**src/tfps_pkg.sv**
```systemverilog
// ----------------------------------------------------------------------------
// tfps_pkg
// shared types and constants for the trigger fire pulse sequencer
// ----------------------------------------------------------------------------
`default_nettype none

package tfps_pkg;

  // number of per-player sequencers and the width of a player number
  localparam int unsigned PLAYERS  = 3;
  localparam int unsigned PLAYER_W = 2;
  localparam int unsigned TICK_W   = 32;
  localparam int unsigned CFG_W    = 16;

  // configuration register indexes (paddr[3:2])
  typedef enum logic [1:0] {
    REG_DEBOUNCE = 2'd0,
    REG_FIRE     = 2'd1,
    REG_COOLDOWN = 2'd2
  } reg_idx_t;

  localparam logic [CFG_W-1:0] DEBOUNCE_RESET = 16'd20;
  localparam logic [CFG_W-1:0] FIRE_RESET     = 16'd150;
  localparam logic [CFG_W-1:0] COOLDOWN_RESET = 16'd100;

  // sequencer phases, code 7 is unused
  typedef enum logic [2:0] {
    PH_WAIT_PRESS      = 3'd0,
    PH_CONFIRM_PRESS   = 3'd1,
    PH_FIRE            = 3'd2,
    PH_HOLD_OPEN       = 3'd3,
    PH_COOLDOWN        = 3'd4,
    PH_WAIT_RELEASE    = 3'd5,
    PH_CONFIRM_RELEASE = 3'd6
  } phase_t;

  // actuator command
  typedef enum logic [1:0] {
    CMD_NONE  = 2'd0,
    CMD_OPEN  = 2'd1,
    CMD_CLOSE = 2'd2
  } cmd_t;

  typedef struct packed {
    logic [CFG_W-1:0] debounce_ticks;
    logic [CFG_W-1:0] fire_ticks;
    logic [CFG_W-1:0] cooldown_ticks;
  } cfg_t;

  // outcome of one sequencer step
  typedef struct packed {
    phase_t phase;
    logic   mark_load;
    cmd_t   cmd;
    logic   sound;
  } step_t;

endpackage

`default_nettype wire

```
**src/trigger_fire_pulse_sequencer_top.sv**
```systemverilog
// ----------------------------------------------------------------------------
// trigger_fire_pulse_sequencer_top
// per-player trigger-to-actuator sequencer stepped by a stream of poll words
// ----------------------------------------------------------------------------
// path: an accepted poll word fills the input register, and the result register
//   is loaded from it once that register is empty or its word is taken
// throughput: one poll word per cycle while m_tready does not stall the result;
//   phase and mark registers are written with the result, so the next word sees them
// reset: synchronous rst returns every sequencer to waiting for a press with
//   a zero mark, loads the default timings and empties both registers
`default_nettype none

module trigger_fire_pulse_sequencer_top (
  input  wire logic        clk,
  input  wire logic        rst,
  // poll words
  input  wire logic        s_tvalid,
  output logic             s_tready,
  input  wire logic [39:0] s_tdata,   // [31:0] now_tick, [32] ready_level,
                                      // [33] trigger_level, [39:34] zero
  input  wire logic [1:0]  s_tuser,   // [1:0] player
  // result words
  output logic             m_tvalid,
  input  wire logic        m_tready,
  output logic [7:0]       m_tdata,   // [1:0] gun_command, [2] sound_request,
                                      // [5:3] phase_out, [7:6] zero
  output logic [1:0]       m_tuser,   // [1:0] player_out
  // configuration
  input  wire logic        psel,
  input  wire logic        penable,
  input  wire logic        pwrite,
  input  wire logic [3:0]  paddr,
  input  wire logic [31:0] pwdata,
  output logic [31:0]      prdata,
  output logic             pready
);

  // configuration registers
  tfps_pkg::cfg_t cfg;

  // per-player state, each entry a plain register
  tfps_pkg::phase_t                phase     [tfps_pkg::PLAYERS];
  logic [tfps_pkg::TICK_W-1:0]     mark_time [tfps_pkg::PLAYERS];

  // input register
  logic                            in_valid;
  logic [tfps_pkg::PLAYER_W-1:0]   in_player;
  logic [tfps_pkg::TICK_W-1:0]     in_now;
  logic                            in_ready;
  logic                            in_trigger;

  // result register
  logic                            out_valid;
  logic [tfps_pkg::PLAYER_W-1:0]   out_player;
  tfps_pkg::cmd_t                  out_cmd;
  logic                            out_sound;
  tfps_pkg::phase_t                out_phase;

  logic                            advance;
  logic                            in_range;
  tfps_pkg::phase_t                cur_phase;
  logic [tfps_pkg::TICK_W-1:0]     cur_mark;
  tfps_pkg::step_t                 step;
  logic                            cfg_write;

  // ---------------------------------------------------------------- apb port
  assign pready    = 1'b1;
  assign cfg_write = psel && penable && pwrite && pready;

  always_ff @(posedge clk) begin
    if (rst) begin
      cfg.debounce_ticks <= tfps_pkg::DEBOUNCE_RESET;
      cfg.fire_ticks     <= tfps_pkg::FIRE_RESET;
      cfg.cooldown_ticks <= tfps_pkg::COOLDOWN_RESET;
    end else if (cfg_write) begin
      unique case (tfps_pkg::reg_idx_t'(paddr[3:2]))
        tfps_pkg::REG_DEBOUNCE: cfg.debounce_ticks <= pwdata[tfps_pkg::CFG_W-1:0];
        tfps_pkg::REG_FIRE:     cfg.fire_ticks     <= pwdata[tfps_pkg::CFG_W-1:0];
        tfps_pkg::REG_COOLDOWN: cfg.cooldown_ticks <= pwdata[tfps_pkg::CFG_W-1:0];
        default: begin
          // writes beyond the register list are dropped
        end
      endcase
    end
  end

  always_comb begin
    prdata = '0;
    unique case (tfps_pkg::reg_idx_t'(paddr[3:2]))
      tfps_pkg::REG_DEBOUNCE: prdata = {16'd0, cfg.debounce_ticks};
      tfps_pkg::REG_FIRE:     prdata = {16'd0, cfg.fire_ticks};
      tfps_pkg::REG_COOLDOWN: prdata = {16'd0, cfg.cooldown_ticks};
      default:                prdata = '0;
    endcase
  end

  // ---------------------------------------------------------- stream control
  // the result register moves on when empty or when its word is taken
  assign advance  = in_valid && (!out_valid || m_tready);
  assign s_tready = !in_valid || advance;

  always_ff @(posedge clk) begin
    if (rst) begin
      in_valid <= 1'b0;
    end else if (s_tready) begin
      in_valid <= s_tvalid;
    end
  end

  always_ff @(posedge clk) begin
    if (s_tvalid && s_tready) begin
      in_now     <= s_tdata[31:0];
      in_ready   <= s_tdata[32];
      in_trigger <= s_tdata[33];
      in_player  <= s_tuser;
    end
  end

  // ------------------------------------------------------------ state lookup
  assign in_range = (in_player < tfps_pkg::PLAYER_W'(tfps_pkg::PLAYERS));

  always_comb begin
    cur_phase = tfps_pkg::PH_WAIT_PRESS;
    cur_mark  = '0;
    if (in_range) begin
      cur_phase = phase[in_player];
      cur_mark  = mark_time[in_player];
    end
  end

  tfps_step u_step (
    .phase_cur     (cur_phase),
    .mark_cur      (cur_mark),
    .now_tick      (in_now),
    .ready_level   (in_ready),
    .trigger_level (in_trigger),
    .cfg           (cfg),
    .step          (step)
  );

  // per-player state is written only for an addressed, existing player
  always_ff @(posedge clk) begin
    if (rst) begin
      for (int i = 0; i < int'(tfps_pkg::PLAYERS); i++) begin
        phase[i]     <= tfps_pkg::PH_WAIT_PRESS;
        mark_time[i] <= '0;
      end
    end else if (advance && in_range) begin
      phase[in_player] <= step.phase;
      if (step.mark_load) begin
        mark_time[in_player] <= in_now;
      end
    end
  end

  // ---------------------------------------------------------- result register
  always_ff @(posedge clk) begin
    if (rst) begin
      out_valid <= 1'b0;
    end else if (advance) begin
      out_valid <= 1'b1;
    end else if (m_tready) begin
      out_valid <= 1'b0;
    end
  end

  // a poll for a missing player gives no command and phase zero
  always_ff @(posedge clk) begin
    if (advance) begin
      out_player <= in_player;
      if (in_range) begin
        out_cmd   <= step.cmd;
        out_sound <= step.sound;
        out_phase <= step.phase;
      end else begin
        out_cmd   <= tfps_pkg::CMD_NONE;
        out_sound <= 1'b0;
        out_phase <= tfps_pkg::PH_WAIT_PRESS;
      end
    end
  end

  assign m_tvalid = out_valid;
  assign m_tdata  = {2'b00, out_phase, out_sound, out_cmd};
  assign m_tuser  = out_player;

endmodule

`default_nettype wire

```
**src/tfps_step.sv**
```systemverilog
// ----------------------------------------------------------------------------
// tfps_step
// next-phase logic of one sequencer for one poll word
// ----------------------------------------------------------------------------
`default_nettype none

module tfps_step (
  input  wire tfps_pkg::phase_t              phase_cur,
  input  wire logic [tfps_pkg::TICK_W-1:0]   mark_cur,
  input  wire logic [tfps_pkg::TICK_W-1:0]   now_tick,
  input  wire logic                          ready_level,
  input  wire logic                          trigger_level,
  input  wire tfps_pkg::cfg_t                cfg,
  output tfps_pkg::step_t                    step
);

  logic [tfps_pkg::TICK_W-1:0] elapsed;
  logic [tfps_pkg::TICK_W-1:0] debounce_w;
  logic [tfps_pkg::TICK_W-1:0] fire_w;
  logic [tfps_pkg::TICK_W-1:0] cooldown_w;
  logic                        debounce_done;

  // elapsed time wraps modulo 2^32
  assign elapsed    = now_tick - mark_cur;
  assign debounce_w = {{(tfps_pkg::TICK_W-tfps_pkg::CFG_W){1'b0}}, cfg.debounce_ticks};
  assign fire_w     = {{(tfps_pkg::TICK_W-tfps_pkg::CFG_W){1'b0}}, cfg.fire_ticks};
  assign cooldown_w = {{(tfps_pkg::TICK_W-tfps_pkg::CFG_W){1'b0}}, cfg.cooldown_ticks};
  assign debounce_done = (elapsed >= debounce_w);

  always_comb begin
    step.phase     = phase_cur;
    step.mark_load = 1'b0;
    step.cmd       = tfps_pkg::CMD_NONE;
    step.sound     = 1'b0;
    unique case (phase_cur)
      tfps_pkg::PH_WAIT_PRESS: begin
        if (!ready_level && !trigger_level) begin
          step.phase     = tfps_pkg::PH_CONFIRM_PRESS;
          step.mark_load = 1'b1;
        end
      end
      tfps_pkg::PH_CONFIRM_PRESS: begin
        if (debounce_done) begin
          step.phase = (ready_level || trigger_level) ? tfps_pkg::PH_WAIT_PRESS
                                                       : tfps_pkg::PH_FIRE;
        end
      end
      tfps_pkg::PH_FIRE: begin
        step.cmd       = tfps_pkg::CMD_OPEN;
        step.sound     = 1'b1;
        step.phase     = tfps_pkg::PH_HOLD_OPEN;
        step.mark_load = 1'b1;
      end
      tfps_pkg::PH_HOLD_OPEN: begin
        if (elapsed > fire_w) begin
          step.cmd       = tfps_pkg::CMD_CLOSE;
          step.phase     = tfps_pkg::PH_COOLDOWN;
          step.mark_load = 1'b1;
        end
      end
      tfps_pkg::PH_COOLDOWN: begin
        if (elapsed > cooldown_w) begin
          step.phase     = tfps_pkg::PH_WAIT_RELEASE;
          step.mark_load = 1'b1;
        end
      end
      tfps_pkg::PH_WAIT_RELEASE: begin
        // release time taken when the release is first seen
        if (trigger_level) begin
          step.phase     = tfps_pkg::PH_CONFIRM_RELEASE;
          step.mark_load = 1'b1;
        end
      end
      tfps_pkg::PH_CONFIRM_RELEASE: begin
        if (debounce_done) begin
          step.phase = trigger_level ? tfps_pkg::PH_WAIT_PRESS
                                     : tfps_pkg::PH_WAIT_RELEASE;
        end
      end
      default: begin
        step.phase = tfps_pkg::PH_WAIT_PRESS;
      end
    endcase
  end

endmodule

`default_nettype wire

```
**config.mk**
```make
export PLATFORM = sky130hd
export DESIGN_NAME = trigger_fire_pulse_sequencer_top
export DESIGN_NICKNAME = d
export VERILOG_FILES = /design/src/tfps_pkg.sv /design/src/trigger_fire_pulse_sequencer_top.sv /design/src/tfps_step.sv
export SDC_FILE = /design/constraint.sdc
export NUM_CORES = 1
export LEC_CHECK = 0
export BUFFER_PORTS_ARGS = -buffer_cell sky130_fd_sc_hd__buf_2
export CAP_MARGIN = 20
export CORE_MARGIN = 2
export CORE_UTILIZATION = 45
export CTS_CLUSTER_DIAMETER = 80
export DETAILED_ROUTE_END_ITERATION = 8
export PLACE_DENSITY = 0.72
export SLEW_MARGIN = 20
export SYNTH_ARGS = -nofsm -noshare
export SYNTH_HDL_FRONTEND = slang
export SYNTH_HIERARCHICAL = 1
export SYNTH_SLANG_ARGS = --single-unit
```
**constraint.sdc**
```tcl
create_clock -name clk -period 10.2 [get_ports clk]
set_input_delay 2.04 -clock clk [delete_from_list [all_inputs] [get_ports clk]]
set_output_delay 2.04 -clock clk [all_outputs]
set_load 0.02 [all_outputs]
```
== Word-level counts from Yosys, hierarchy flattened ==
Memory sizes are Yosys's and may differ from the RTL's. A register that Yosys moved wholly into a read port is not among the register bits.
Cells that the tools add are included.

* Bits in registers: 94
* Output and inout port bits: 45
* Bits of input ports: 85
* Bits in writable memories: 105
* Memories kept: 2
* Logic and storage cells: 83

* Equality and inequality tests: 8
* $lt $le $gt $ge: 4
* Muxes and demuxes: 34
* Add/subtract/negate cells: 1
* Reductions and logical operators: 21

{| class="wikitable"
|+ Memory list
! memory !! depth !! width !! rd ports !! clocked after Yosys merged registers in !! wr ports !! RTL line !! RTL
|-
| mark_time || 3 || 32 || 1 || 1 || 3 || trigger_fire_pulse_sequencer_top.sv:43 || <nowiki>logic [tfps_pkg::TICK_W-1:0] mark_time [tfps_pkg::PLAYERS];</nowiki>
|-
| phase || 3 || 3 || 1 || 1 || 3 || trigger_fire_pulse_sequencer_top.sv:42 || <nowiki>tfps_pkg::phase_t phase [tfps_pkg::PLAYERS];</nowiki>
|}

{| class="wikitable"
|+ Operators by type and width
! cell !! number
|-
| 32-bit by 16-bit greater-than comparator with 1-bit output || 2
|-
| 32-bit 2-to-1 mux || 2
|-
| 16-bit one-hot mux with 3 select lines || 1
|-
| 32-bit by 16-bit >= comparator with 1-bit output || 1
|-
| 32-bit OR reduction || 1
|-
| 32-bit subtractor || 1
|-
| 3-bit one-hot mux with 7 select lines || 1
|-
| 3-bit 2-to-1 mux || 5
|-
| 1-bit 2-to-1 mux || 14
|-
| 4-bit 2-to-1 mux || 3
|-
| 2-bit 2-to-1 mux || 5
|-
| 3-bit == test, second input constant || 3
|-
| 3-bit by 2-bit == test with 1-bit output, second input constant || 2
|-
| 1-bit logical AND || 6
|-
| 6-bit 2-to-1 mux || 1
|-
| 2-bit AND reduction || 3
|-
| 1-bit one-hot mux with 5 select lines || 1
|-
| 1-bit logical NOT || 4
|-
| 2-bit one-hot mux with 2 select lines || 1
|-
| 3-bit by 1-bit == test with 1-bit output, second input constant || 1
|-
| 3-bit logical NOT || 1
|-
| 1-bit logical OR || 3
|-
| 3-bit OR reduction || 1
|-
| 2-bit by 1-bit == test with 1-bit output, second input constant || 1
|-
| 4 further kinds || 4
|}

== Depth between registers and ports, before layout ==
Gate-level depths: netlist of the first run.

* Word-level depth: 12
* Gate-level depth with buffers: 28
* Gate-level depth less buffers: 23

== By module ==
The synthesis of the first run kept the hierarchy.

{| class="wikitable"
|+ By module, submodules not included
! module !! instances !! area each (µm²) !! cells each
|-
| trigger_fire_pulse_sequencer_top || 1 || 9806.9 || 717
|-
| tfps_step || 1 || 3503.4 || 508
|}

== Least setup slack after synthesis of the first run ==
No wires, ideal clock.

* Path type: register to register
* Start: register (tool-made name)
* End: memory mark_time[0][0] in the netlist's numbering (enable)
* Stages on the path, launching flop included: 27
* Setup slack: 2.643 ns
* Data arrival time: 7.087 ns
* Library setup time: 0.470 ns
* Cell sequence: dfxtp_1 buf_4 buf_2 mux4_2 nor2b_1 inv_1 ha_1 a21o_1 a211o_1 o21a_4 a31o_1 o21a_1 nor2_1 xnor2_1 ha_1 nand4_1 nor2_1 nand2_1 a221oi_1 a2111oi_0 a221o_1 nand4_1 a21oi_1 o21ai_0 clkbuf_1 nand3_1 o31ai_1

{| class="wikitable"
|+ RTL lines
! element !! RTL line
|-
| to (decl) || trigger_fire_pulse_sequencer_top.sv:43
|}

==> impl_metrics.tcl, run 1 <==
set metrics [dict create \
    run_status "finished clean" \
    slew_violations 0 \
    io_pins 130 \
    synth_xor_xnor_area_share 0.0138 \
    design.die.area_um2 31000 \
    clkSlewWorstSetupHoldPaths_ns 0.06 \
    share_of_synthesized_cell_area_in_and_or_nand_and_nor_gates 0.154 \
    async_sr_flop_fraction 0 \
    synth.ff_latch_count 236 \
    maxCapViolCount 0 \
    syn_avg_cell_area_um2 10.9 \
    critPathLaunch "in_player[0]" \
    filler_cells 2602 \
    vias_per_cell 5.41 \
    tritoncts.num_buffers 27 \
    period_utilization_post_route 0.732 \
    insertion_delay_ns 0.54 \
    setup_viol 0 \
    place_congestion 0.870 \
    numPortBuffers 86 \
    ir_worst_vdd_uv 119 \
    cts_sinks 236 \
    drtIter0Drc 665 \
    r2r_start "in_player[0]" \
    synth_enable_flop_cells 184 \
    post_cts_buffers 0 \
    dpl_cell_area_um2 14000 \
    main_flop_type_after_synthesis "sky130_fd_sc_hd__edfxtp_1" \
    fmax_mhz 134 \
    pwr_density_cell_nw_per_um2 176 \
    cts.hold.buffers_added 0 \
    gr-usage-all-layers 0.195 \
    wl_met2_um 13800 \
    setup_tns_ns 0 \
    min_to "cfg[37]" \
    floorplan.die.width_um 176 \
    syn2layout_area_growth_pct 11.6 \
    min_path_cells 2 \
    hold_path.startpoint "cfg[37]" \
    tightest_slew_ns 1.03 \
    cts_tree "built" \
    design_area_um2 14900 \
    clock_tree.buffer_depth 3 \
    r2r_cells 24 \
    synth_adder_area_share 0.0758 \
    mostFrequentLayoutCells "sky130_fd_sc_hd__edfxtp_1 (184), sky130_fd_sc_hd__nor2_1 (156), sky130_fd_sc_hd__nand2_1 (139)" \
    worst_r2r_endpoint "mark_time[0][29]" \
    design.core.area_um2 28900 \
    cts-resized-gates 0 \
    largest_family_of_logic_cells_by_synthesized_area "simple AND/OR/NAND/NOR gates" \
    drt_drc_violations_left 0 \
    antenna_violations_before_repair 0 \
    skew_ns 0.0166 \
    vias 9339 \
    globalRoute.totalOverflow 0 \
    hold_wc_path_type "reg2reg" \
    grt_start_max_net_pins 37 \
    multiplexer_share_of_the_synthesized_area 0.113 \
    rsz0062_at_grt "false" \
    synthesis.yosys.warnings 6 \
    hold_viol 0 \
    floorplan.initialDensity 0.460 \
    grt_first_pass_wirelength_um 48000 \
    mostFrequentLayoutCell "sky130_fd_sc_hd__edfxtp_1" \
    final_period_minus_worst_setup_slack_ns 7.46 \
    netlist_area_um2 13300 \
    yosys.cell_types.count 75 \
    synth-seq-area-share 0.493 \
    category_of_the_worst_setup_path_launch_point "flip-flop" \
    cts_htree_levels 1 \
    grt_pass1_vias 9001 \
    cp_data_required_time_ns 10.36 \
    detail_route.wirelength.met1_um 13800 \
    drt-pass1-iter-count 7 \
    cts_root_buffer "sky130_fd_sc_hd__clkbuf_16" \
    row_count 62 \
    total_leakage_power_nw 5.90 \
    regToRegSetupSlack_ns 2.74 \
    dr_wl_met3_um 1930 \
    post_synth_inst_count 1225 \
    antenna_cells_inserted 0 \
    synth_compound_area_frac 0.0870 \
    detail-route-antenna-nets 0 \
    routedWlPerCell_um 17.3 \
    place_hpwl_um 20100 \
    worstPathMaxFanout 33 \
    critical_path_arrival_ns 7.63 \
    maxSlewHeadroom 0.313 \
    post_route_cells_drive_above_1_share 0.147 \
    worstSetupPathType "reg2reg" \
    postRouteWirelength_um 29900 \
    nets 1489 \
    highest_layer "met4" \
    dieHeight_um 176 \
    setup.worst_path.end_class "flip-flop" \
]
state kept, by name, indices dropped and copies added, names as in the netlist, 2 cells and up, named ones only:
signal,cells
mark_time,128
cfg,48
in_now,32
phase,12
out_phase,3
in_player,2
m_tuser,2
out_cmd,2
worst max-delay path, cell delays in order (launching register included):
cell and delay, ns:
sky130_fd_sc_hd__edfxtp_1 0.54, sky130_fd_sc_hd__and2_1 0.74, sky130_fd_sc_hd__buf_4 0.45, sky130_fd_sc_hd__nor2b_1 0.09, sky130_fd_sc_hd__ha_1 0.24, sky130_fd_sc_hd__fa_1 0.40, sky130_fd_sc_hd__nand2b_1 0.19, sky130_fd_sc_hd__a21oi_1 0.22
sky130_fd_sc_hd__o211ai_1 0.29, sky130_fd_sc_hd__a21oi_1 0.38, sky130_fd_sc_hd__xor2_1 0.43, sky130_fd_sc_hd__ha_1 0.22, sky130_fd_sc_hd__nand4_1 0.09, sky130_fd_sc_hd__nor2_1 0.17, sky130_fd_sc_hd__nand2_1 0.10, sky130_fd_sc_hd__a221oi_1 0.27
sky130_fd_sc_hd__a2111oi_0 0.12, sky130_fd_sc_hd__a221o_1 0.37, sky130_fd_sc_hd__nand4_1 0.12, sky130_fd_sc_hd__a21oi_1 0.10, sky130_fd_sc_hd__o21ai_2 0.08, sky130_fd_sc_hd__buf_4 0.44, sky130_fd_sc_hd__nand3_1 0.29, sky130_fd_sc_hd__o31ai_4 0.22
sky130_fd_sc_hd__buf_4 0.47
cell usage after synthesis (all sizes together), types with 2 or more instances:
cell     count  area, um^2
and2         7        43.8
clkbuf      27         101
a211o        2        17.5
a21o        14         105
dfxtp       52        1040
nor3        17        90.1
nor2b       47         302
a311oi       2        17.5
o211ai       9        67.6
or4b         2        20.0
nor4         6        67.6
a221oi       4        41.3
conb         2        7.51
edfxtp     184        5530
nor2       158         598
o2111ai      2        17.5
buf         53         399
or3b         2        17.5
and4         6        55.1
o21ai       47         239
o21a        13         105
o311a        2        20.0
o31ai        4        43.8
or3          3        18.8
xor2        10        87.6
inv         91         342
mux4        35         788
xnor2       11        96.3
a21oi       49         253
nand4       19         138
nand2b      11        68.8
nand3       11        55.1
nor3b        2        15.0
ha          79         988
a211oi       6        55.1
mux2i       69         691
mux2         2        22.5
nand2      139         522
a2111oi      4        35.0
a31oi        4        25.0
worst max-delay path by stage:
stage	to	slack, ns	cells past startpoint
floorplan	mark_time[0][0]	2.64	26
global placement	mark_time[0][29]	3.04	24
detailed placement	mark_time[0][27]	2.90	24
CTS	mark_time[0][25]	2.86	24
global route	mark_time[0][29]	2.31	24
finish	mark_time[0][29]	2.74	24
layout make-up:
| cell class | count | area, um^2 | share of cell area |
|---|---|---|---|
| Clock buffer | 29 | 683 | 0.0460 |
| Multi-Input combinational cell | 870 | 6120 | 0.412 |
| Inverter | 91 | 342 | 0.0230 |
| Sequential cell | 236 | 6570 | 0.442 |
| Timing Repair Buffer | 98 | 520 | 0.0350 |
| Tap cell | 384 | 480 | 0.0324 |
| Clock inverter | 19 | 134 | 0.00901 |
per-stage QoR:
| step | power, W | hold WS, ns | std cells | util | setup slack [ns] |
|---|---|---|---|---|---|
| 3_5_place_dp | 0.00172 | 0.465 | 1679 | 0.485 | 2.90 |
| 2_1_floorplan | 0.00158 | 0.447 | 1277 | - | 2.64 |
| 5_1_grt | 0.00275 | 0.482 | 1727 | 0.513 | 2.31 |
| 6_report | 0.00262 | 0.475 | 1727 | 0.513 | 2.74 |
| 3_3_place_gp | 0.00171 | 0.460 | 1679 | 0.485 | 3.04 |
| 4_1_cts | 0.00263 | 0.473 | 1727 | 0.513 | 2.86 |
cell families (layout without fill, tap and decap cells):
family                     Yosys count  in the layout
and+or+nand+nor                    434            434
buffers and inverters              171            237
muxes                              106            106
other                                2             54
DFF                                236            236
AOI/OAI and AO/OA                  175            175
xor gates and xnor gates            21             21
adders and majority gates           80             80
power breakdown:
group | internal [W] | total, W | switching, W | leakage [nW]
combinational | 0.000235 | 0.000599 | 0.000364 | 3.23
sequential | 0.00108 | 0.00111 | 0.0000248 | 2.28
clock | 0.000528 | 0.000910 | 0.000382 | 0.400
total | 0.00185 | 0.00262 | 0.000770 | 5.90
per-layer routing:
metal,vias to the layer above,global-route usage
met4,0,0.0420
li1,4497,-
met3,32,0.0276
met5,-,0
met2,315,0.318
met1,4495,0.279
No activity file was read; power rests on OpenSTA's default activity.
==> inputs of run 2 (changes only) <==
--- a/config.mk
+++ b/config.mk
@@ -5,6 +5,7 @@
 export SDC_FILE = /design/constraint.sdc
 export NUM_CORES = 1
 export LEC_CHECK = 0
+export ABC_AREA = 1
 export BUFFER_PORTS_ARGS = -buffer_cell sky130_fd_sc_hd__buf_2
 export CAP_MARGIN = 20
 export CORE_MARGIN = 2
==> constraint.sdc (replaced) <==
create_clock -name clk -period 6.9 [get_ports clk]
set_input_delay 1.38 -clock clk [delete_from_list [all_inputs] [get_ports clk]]
set_output_delay 1.38 -clock clk [all_outputs]
set_load 0.02 [all_outputs]
==> run 2 against run 1 <==
Clock power rose by 71%. Final area is 7.5% higher. Worst hold slack better by 0.0095 ns. Synthesized area grew 6.7%. Synthesized cell count is 54% higher. Critical endpoint is now mark_time[2][14].
==> impl_metrics.tcl, run 2 <==
set metrics [dict create \
    synth.largest_area_cell "sky130_fd_sc_hd__edfxtp_1" \
    setup_viol 0 \
    grt_pass1_vias 11039 \
    worstPathMaxFanout 41 \
    clock_tree.buffer_depth 3 \
    slew_violations 0 \
    skew_ns 0.0110 \
    async_sr_flop_fraction 0 \
    final_period_minus_worst_setup_slack_ns 5.80 \
    maxSlewHeadroom 0.356 \
    min_to "cfg[34]" \
    category_of_the_worst_setup_path_launch_point "flip-flop" \
    mostFrequentLayoutCells "sky130_fd_sc_hd__nand2_1 (593), sky130_fd_sc_hd__nor2_1 (326), sky130_fd_sc_hd__inv_1 (283)" \
    drt-pass1-iter-count 6 \
    grt_start_max_net_pins 71 \
    postRouteWirelength_um 33700 \
    main_flop_type_after_synthesis "sky130_fd_sc_hd__edfxtp_1" \
    syn2layout_area_growth_pct 12.4 \
    cts_htree_levels 1 \
    dieHeight_um 182 \
    critical_path_arrival_ns 6.02 \
    floorplan.initialDensity 0.454 \
    dp_worst_setup_slack_ns 1.21 \
    regArea_um2 6570 \
    largest_register_ff_count 128 \
    cts_sinks 236 \
    pwr-share-clk 0.377 \
    r2r_start "in_player[1]" \
    hold_viol 0 \
    fmax_mhz 172 \
    cp_cell_sequence "nand2_1 > inv_2 > a21oi_1 > ha_1 > fa_1 > inv_1 > nand3_1 > nand3_1 > nand3_1 > nand3_1 > xor2_1 > ha_1 > nand4_1 > nor3_1 > nand2_1 > o211ai_1 > o21ai_0 > nand3_1 > nand2_1 > nand3_1 > nand3_4 > nand2_1 > buf_4" \
    syn_avg_cell_area_um2 7.55 \
    setup_tns_ns 0 \
    cts_tree "built" \
    globalRoute.totalOverflow 0 \
    place_congestion 0.926 \
    ir_worst_vdd_uv 257 \
    run_status "finished clean" \
    tritoncts.num_buffers 28 \
    crit_path_top_delay_cell "sky130_fd_sc_hd__inv_2" \
    cts_root_buffer "sky130_fd_sc_hd__clkbuf_16" \
    synth.cells.most_frequent "sky130_fd_sc_hd__nand2_1 (593), sky130_fd_sc_hd__nor2_1 (329), sky130_fd_sc_hd__inv_1 (283)" \
    grt_first_pass_wirelength_um 54000 \
    place_hpwl_um 23700 \
    total_leakage_power_nw 7.73 \
    pwr_density_cell_nw_per_um2 260 \
    maxCapViolCount 0 \
    hold_path.startpoint "cfg[34]" \
    insertion_delay_ns 0.55 \
    synth.ff_latch_count 236 \
    largestRegisters "mark_time x128, cfg x48, in_now x32" \
    design.die.area_um2 33000 \
    max_stage_delay_ns 0.65 \
    row_count 65 \
    power.switching_fraction 0.304 \
    gr-usage-all-layers 0.203 \
    antenna_violations_before_repair 2 \
    vias 11622 \
    drtIter0Drc 745 \
    cts.hold.buffers_added 0 \
    cp_data_required_time_ns 7.12 \
    drt_drc_violations_left 0 \
    power_frac_seq 0.393 \
    vias_per_cell 4.81 \
    period_utilization_post_route 0.841 \
    yosys.cell_types.count 39 \
    worst_r2r_endpoint "mark_time[2][14]" \
    netlist_area_um2 14200 \
    synth-seq-area-share 0.462 \
    post_synth_inst_count 1882 \
    post_cts_buffers 0 \
    postLayoutSetupSlackWorst_ns 1.10 \
    worstSetupPathType "reg2reg" \
    synth.most_common_cell "sky130_fd_sc_hd__nand2_1" \
    filler_cells 2977 \
    mostFrequentLayoutCell "sky130_fd_sc_hd__nand2_1" \
    detail-route-antenna-nets 0 \
    multiInputGateArea_um2 6250 \
    cts-resized-gates 0 \
    tightest_slew_ns 0.964 \
    synth_enable_flop_cells 184 \
    synth.area.top_cells "sky130_fd_sc_hd__edfxtp_1 (39%), sky130_fd_sc_hd__nand2_1 (16%), sky130_fd_sc_hd__nor2_1 (8.7%)" \
    cell_internal_pwr_w 0.00288 \
    nets 2155 \
    design.core.area_um2 31300 \
    min_path_cells 2 \
    synth_largest_type_area_fraction 0.389 \
    rsz0062_at_grt "false" \
    power.net_switching_w 0.00126 \
    regToRegSetupSlack_ns 1.10 \
    routedWlPerCell_um 14.0 \
    floorplan.die.width_um 182 \
    post_route_cells_drive_above_1_share 0.100 \
    io_pins 130 \
    numPortBuffers 86 \
    clkSlewWorstSetupHoldPaths_ns 0.06 \
    hold_wc_path_type "reg2reg" \
    synthesis.yosys.warnings 6 \
    r2r_cells 23 \
    top_register "mark_time" \
    critPathMostFrequentCell "sky130_fd_sc_hd__nand3_1" \
    p_comb_frac 0.230 \
    setup.worst_path.end_class "flip-flop" \
]
## run 2: cell count changes after synthesis, moves of 24 or more
cell | before | now
sky130_fd_sc_hd__nand3_1 | 11 | 60
sky130_fd_sc_hd__a21oi_1 | 47 | 71
sky130_fd_sc_hd__nor2b_1 | 46 | 0
sky130_fd_sc_hd__mux2i_1 | 69 | 0
sky130_fd_sc_hd__nor2_1 | 156 | 329
sky130_fd_sc_hd__o21ai_1 | 6 | 37
sky130_fd_sc_hd__mux4_2 | 35 | 0
sky130_fd_sc_hd__o21ai_0 | 40 | 6
sky130_fd_sc_hd__nand2_1 | 139 | 593
sky130_fd_sc_hd__inv_1 | 90 | 283
## run 2: cells by family (layout without fill, tap and decap cells)
family,count (synthesis),after routing,share of synthesized area
and+or+nand+nor,1045,1045,0.297
buffers and inverters,376,453,0.112
DFF,236,236,0.462
AOI/OAI and AO/OA,128,128,0.0476
adders and majority gates,80,80,0.0710
xor gates and xnor gates,15,15,0.00925
other,2,55,0.000529
## run 2: cell type report
class	count	share of cell area
diodes	1	0.000157
repair buffers	99	0.0331
well taps	402	0.0315
clock inverters	20	0.0167
clock buffers	31	0.0446
inverters	303	0.0713
multi-input cells	1322	0.391
flip-flops and latches	236	0.411
## run 2: per-stage QoR
step / utilization / hold WS (ns) / std cells / power [W] / cell area (um^2)
floorplan: - / 0.450 / 1934 / 0.00236 / 14400
global placement: 0.479 / 0.468 / 2362 / 0.00257 / 15000
detailed placement: 0.479 / 0.474 / 2362 / 0.00260 / 15000
CTS: 0.510 / 0.489 / 2413 / 0.00416 / 16000
global route: 0.510 / 0.519 / 2413 / 0.00436 / 16000
finish: 0.510 / 0.484 / 2414 / 0.00415 / 16000
## run 2: power by group through the flow
stage	clock network, W	logic, W	registers [W]
finish	0.00156	0.000954	0.00163
global route	0.00163	0.00109	0.00163
CTS	0.00158	0.000949	0.00163
detailed placement	0	0.000941	0.00166
global placement	0	0.000913	0.00166
floorplan	0	0.000706	0.00165
## run 2: routing by layer
layer  track usage  up-vias  routed length [um]
met1         0.258     5273               14900
met5             0        -                  13
li1              -     5984                   -
met4        0.0533        2                 718
met3        0.0289       52                1750
met2         0.363      311               16300
## run 2: worst max path at each step
stage | startpoint | end | slack [ns] | cells past startpoint
final | in_player[1] | mark_time[2][14] | 1.10 | 23
after global routing | flip-flop | mark_time[2][6] | 0.58 | 26
after CTS | in_player[1] | mark_time[2][6] | 1.20 | 23
after detailed placement | in_player[1] | mark_time[2][15] | 1.21 | 23
after global placement | in_player[1] | mark_time[2][9] | 1.30 | 23
after floorplan | flip-flop | mark_time[0][0] | 2.18 | 26
## run 2: critical path, delay by kind of cell, from the launching register on
| family | cells | cell delay (ns) |
|---|---|---|
| AO/OA/AOI/OAI | 3 | 0.31 |
| buffers and inverters | 3 | 1.12 |
| XOR/XNOR | 1 | 0.51 |
| adder cells (fa/ha/maj) | 3 | 0.92 |
| flip-flops | 1 | 0.42 |
| AND/OR/NAND/NOR | 13 | 2.15 |
==> inputs of run 3 (changes only) <==
==> constraint.sdc (replaced) <==
create_clock -name clk -period 5.5 [get_ports clk]
set_input_delay 1.1 -clock clk [delete_from_list [all_inputs] [get_ports clk]]
set_output_delay 1.1 -clock clk [all_outputs]
set_load 0.02 [all_outputs]
==> run 3 against run 2 <==
Sequential cell count is the same. Global-route usage is essentially flat. Critical path depth grew 4. Clock skew is essentially flat. Routed wire length grew 0.26%. Setup slack lost 0.71 ns. Fmax grew 13%. Clock power grew 12%. Sequential share of layout area shrank 0.17 points. Largest cell class unchanged. Highest routed layer is now met4.
==> impl_metrics.tcl, run 3 (synthesized netlist as in run 2, its figures left out) <==
set metrics [dict create \
    globalRoute.totalOverflow 0 \
    largestRegisters "mark_time x128, cfg x48, in_now x32" \
    tritoncts.num_buffers 27 \
    final_period_minus_worst_setup_slack_ns 5.11 \
    grt_start_max_net_pins 71 \
    detail-route-antenna-nets 0 \
    hold_path.startpoint "cfg[18]" \
    post_route_cells_drive_above_1_share 0.105 \
    antenna_violations_before_repair 0 \
    hold_viol 0 \
    regToRegSetupSlack_ns 0.39 \
    cts_root_buffer "sky130_fd_sc_hd__clkbuf_16" \
    io_pins 130 \
    postLayoutSetupSlackWorst_ns 0.385 \
    mostFrequentLayoutCells "sky130_fd_sc_hd__nand2_1 (593), sky130_fd_sc_hd__nor2_1 (326), sky130_fd_sc_hd__inv_1 (283)" \
    antenna_cells_inserted 0 \
    run_status "finished clean" \
    total_leakage_power_nw 7.78 \
    cp_data_required_time_ns 5.71 \
    worst_r2r_endpoint "mark_time[0][22]" \
    routedWlPerCell_um 13.9 \
    fmax_mhz 196 \
    critical_path_arrival_ns 5.33 \
    gr-max-usage-layer "met2" \
    setup.worst_path.end_class "flip-flop" \
    floorplan.die.width_um 182 \
    category_of_the_worst_setup_path_launch_point "flip-flop" \
    drtIter0Drc 711 \
    numPortBuffers 86 \
    gr-usage-all-layers 0.203 \
    cts.hold.buffers_added 0 \
    global_route_track_usage_on_met2 0.350 \
    dpl_cell_area_um2 15200 \
    grt_first_pass_wirelength_um 54200 \
    dp_worst_setup_slack_ns 0.464 \
    maxSlewHeadroom 0.343 \
    floorplan.initialDensity 0.454 \
    postRouteWirelength_um 33800 \
    rsz0062_at_grt "false" \
    worstPathMaxFanout 70 \
    post-layout-total-power_w 0.00502 \
    pwr_density_cell_nw_per_um2 313 \
    gr-usage-met3 0.0257 \
    min_path_cells 2 \
    cts_tree "built" \
    nets 2167 \
    clkSlewWorstSetupHoldPaths_ns 0.06 \
    top_register "mark_time" \
    drt_drc_violations_left 0 \
    maxCapViolCount 0 \
    whs_ns 0.492 \
    largest_register_ff_count 128 \
    hold_wc_path_type "reg2reg" \
    design.die.area_um2 33000 \
    design_area_um2 16000 \
    r2r_cells 27 \
    row_count 65 \
    vias_per_cell 4.78 \
    cts_htree_levels 1 \
    ir_worst_vdd_uv 205 \
    skew_ns 0.0112 \
    grt_use_met1 0.268 \
    mostFrequentLayoutCell "sky130_fd_sc_hd__nand2_1" \
    grt_pass1_vias 11107 \
    clock_tree.buffer_depth 3 \
    cts-resized-gates 0 \
    setup_tns_ns 0 \
    dieHeight_um 182 \
    insertion_delay_ns 0.54 \
    drt-pass1-iter-count 5 \
    setup_viol 0 \
    post_cts_buffers 0 \
    place_congestion 0.918 \
    worstSetupPathType "reg2reg" \
    design.core.area_um2 31300 \
    place_hpwl_um 24200 \
    tightest_slew_ns 0.984 \
    period_utilization_post_route 0.930 \
    filler_cells 2986 \
    syn2layout_area_growth_pct 12.9 \
    min_to "cfg[18]" \
    vias 11587 \
    cts_sinks 236 \
    slew_violations 0 \
]
## run 3: changes by cell type in the layout (fill, tap and decap cells not counted), sizes merged
cell	before	now
diode	1	0
inv	303	301
clkinv	14	15
clkinvlp	0	1
bufinv	6	3
buf	99	112
## run 3: where the power goes
| group | switching [W] | internal, W |
|---|---|---|
| logic | 0.000811 | 0.000428 |
| clock network | 0.000706 | 0.00103 |
| registers | 0.0000370 | 0.00201 |
## run 3: metal layers
metal | up-vias | routed length [um]
met5 | - | 0
met4 | 0 | 791
met3 | 55 | 1740
met2 | 304 | 16200
met1 | 5222 | 15000
li1 | 6006 | -
## run 3: cell type report
type                    count  area [um^2]  share of cell area
inverters                 303         1140              0.0710
clock buffers              31          691              0.0431
well taps                 402          503              0.0314
repair buffers            112          726              0.0453
flip-flops and latches    236         6570               0.410
clock inverters            17          160             0.00999
multi-input cells        1322         6250               0.390
## run 3: how the worst max path moves through the flow
| stage | slack, ns | cells after the start | end | startpoint |
|---|---|---|---|---|
| finish | 0.39 | 27 | mark_time[0][22] | flip-flop |
| floorplan | 0.78 | 26 | mark_time[0][0] | flip-flop |
| global route | 0.02 | 27 | mark_time[0][22] | flip-flop |
| global placement | 0.54 | 26 | mark_time[0][18] | flip-flop |
| detailed placement | 0.46 | 24 | mark_time[0][18] | in_player[0] |
| CTS | 0.44 | 24 | mark_time[0][22] | in_player[1] |
## run 3: worst max-delay path: stages (launching register included)
cell                       delay (ns)
sky130_fd_sc_hd__dfxtp_2         0.36
sky130_fd_sc_hd__buf_12          0.30
sky130_fd_sc_hd__nand2_1         0.10
sky130_fd_sc_hd__nand2_1         0.08
sky130_fd_sc_hd__nand2_1         0.04
sky130_fd_sc_hd__a21oi_1         0.17
sky130_fd_sc_hd__inv_1           0.08
sky130_fd_sc_hd__ha_1            0.36
sky130_fd_sc_hd__nand2_1         0.15
sky130_fd_sc_hd__inv_1           0.07
sky130_fd_sc_hd__a21oi_1         0.18
sky130_fd_sc_hd__nand2_2         0.10
sky130_fd_sc_hd__buf_4           0.16
sky130_fd_sc_hd__xor2_1          0.38
sky130_fd_sc_hd__ha_1            0.22
sky130_fd_sc_hd__nand2_1         0.07
sky130_fd_sc_hd__nor2_1          0.19
sky130_fd_sc_hd__nand2_1         0.08
sky130_fd_sc_hd__o211ai_1        0.12
sky130_fd_sc_hd__nand2_1         0.07
sky130_fd_sc_hd__o211ai_1        0.08
sky130_fd_sc_hd__o21ai_0         0.13
sky130_fd_sc_hd__nand3_1         0.20
sky130_fd_sc_hd__nand2_1         0.13
sky130_fd_sc_hd__nand3_1         0.31
sky130_fd_sc_hd__nand3_4         0.15
sky130_fd_sc_hd__nand2_1         0.15
sky130_fd_sc_hd__buf_4           0.32
## run 3: through the flow
| step | std cells | utilization |
|---|---|---|
| after CTS | 2423 | 0.512 |
| after global routing | 2423 | 0.512 |
| after floorplan | 1934 | - |
| final | 2423 | 0.512 |
| after detailed placement | 2375 | 0.485 |
| after global placement | 2375 | 0.485 |
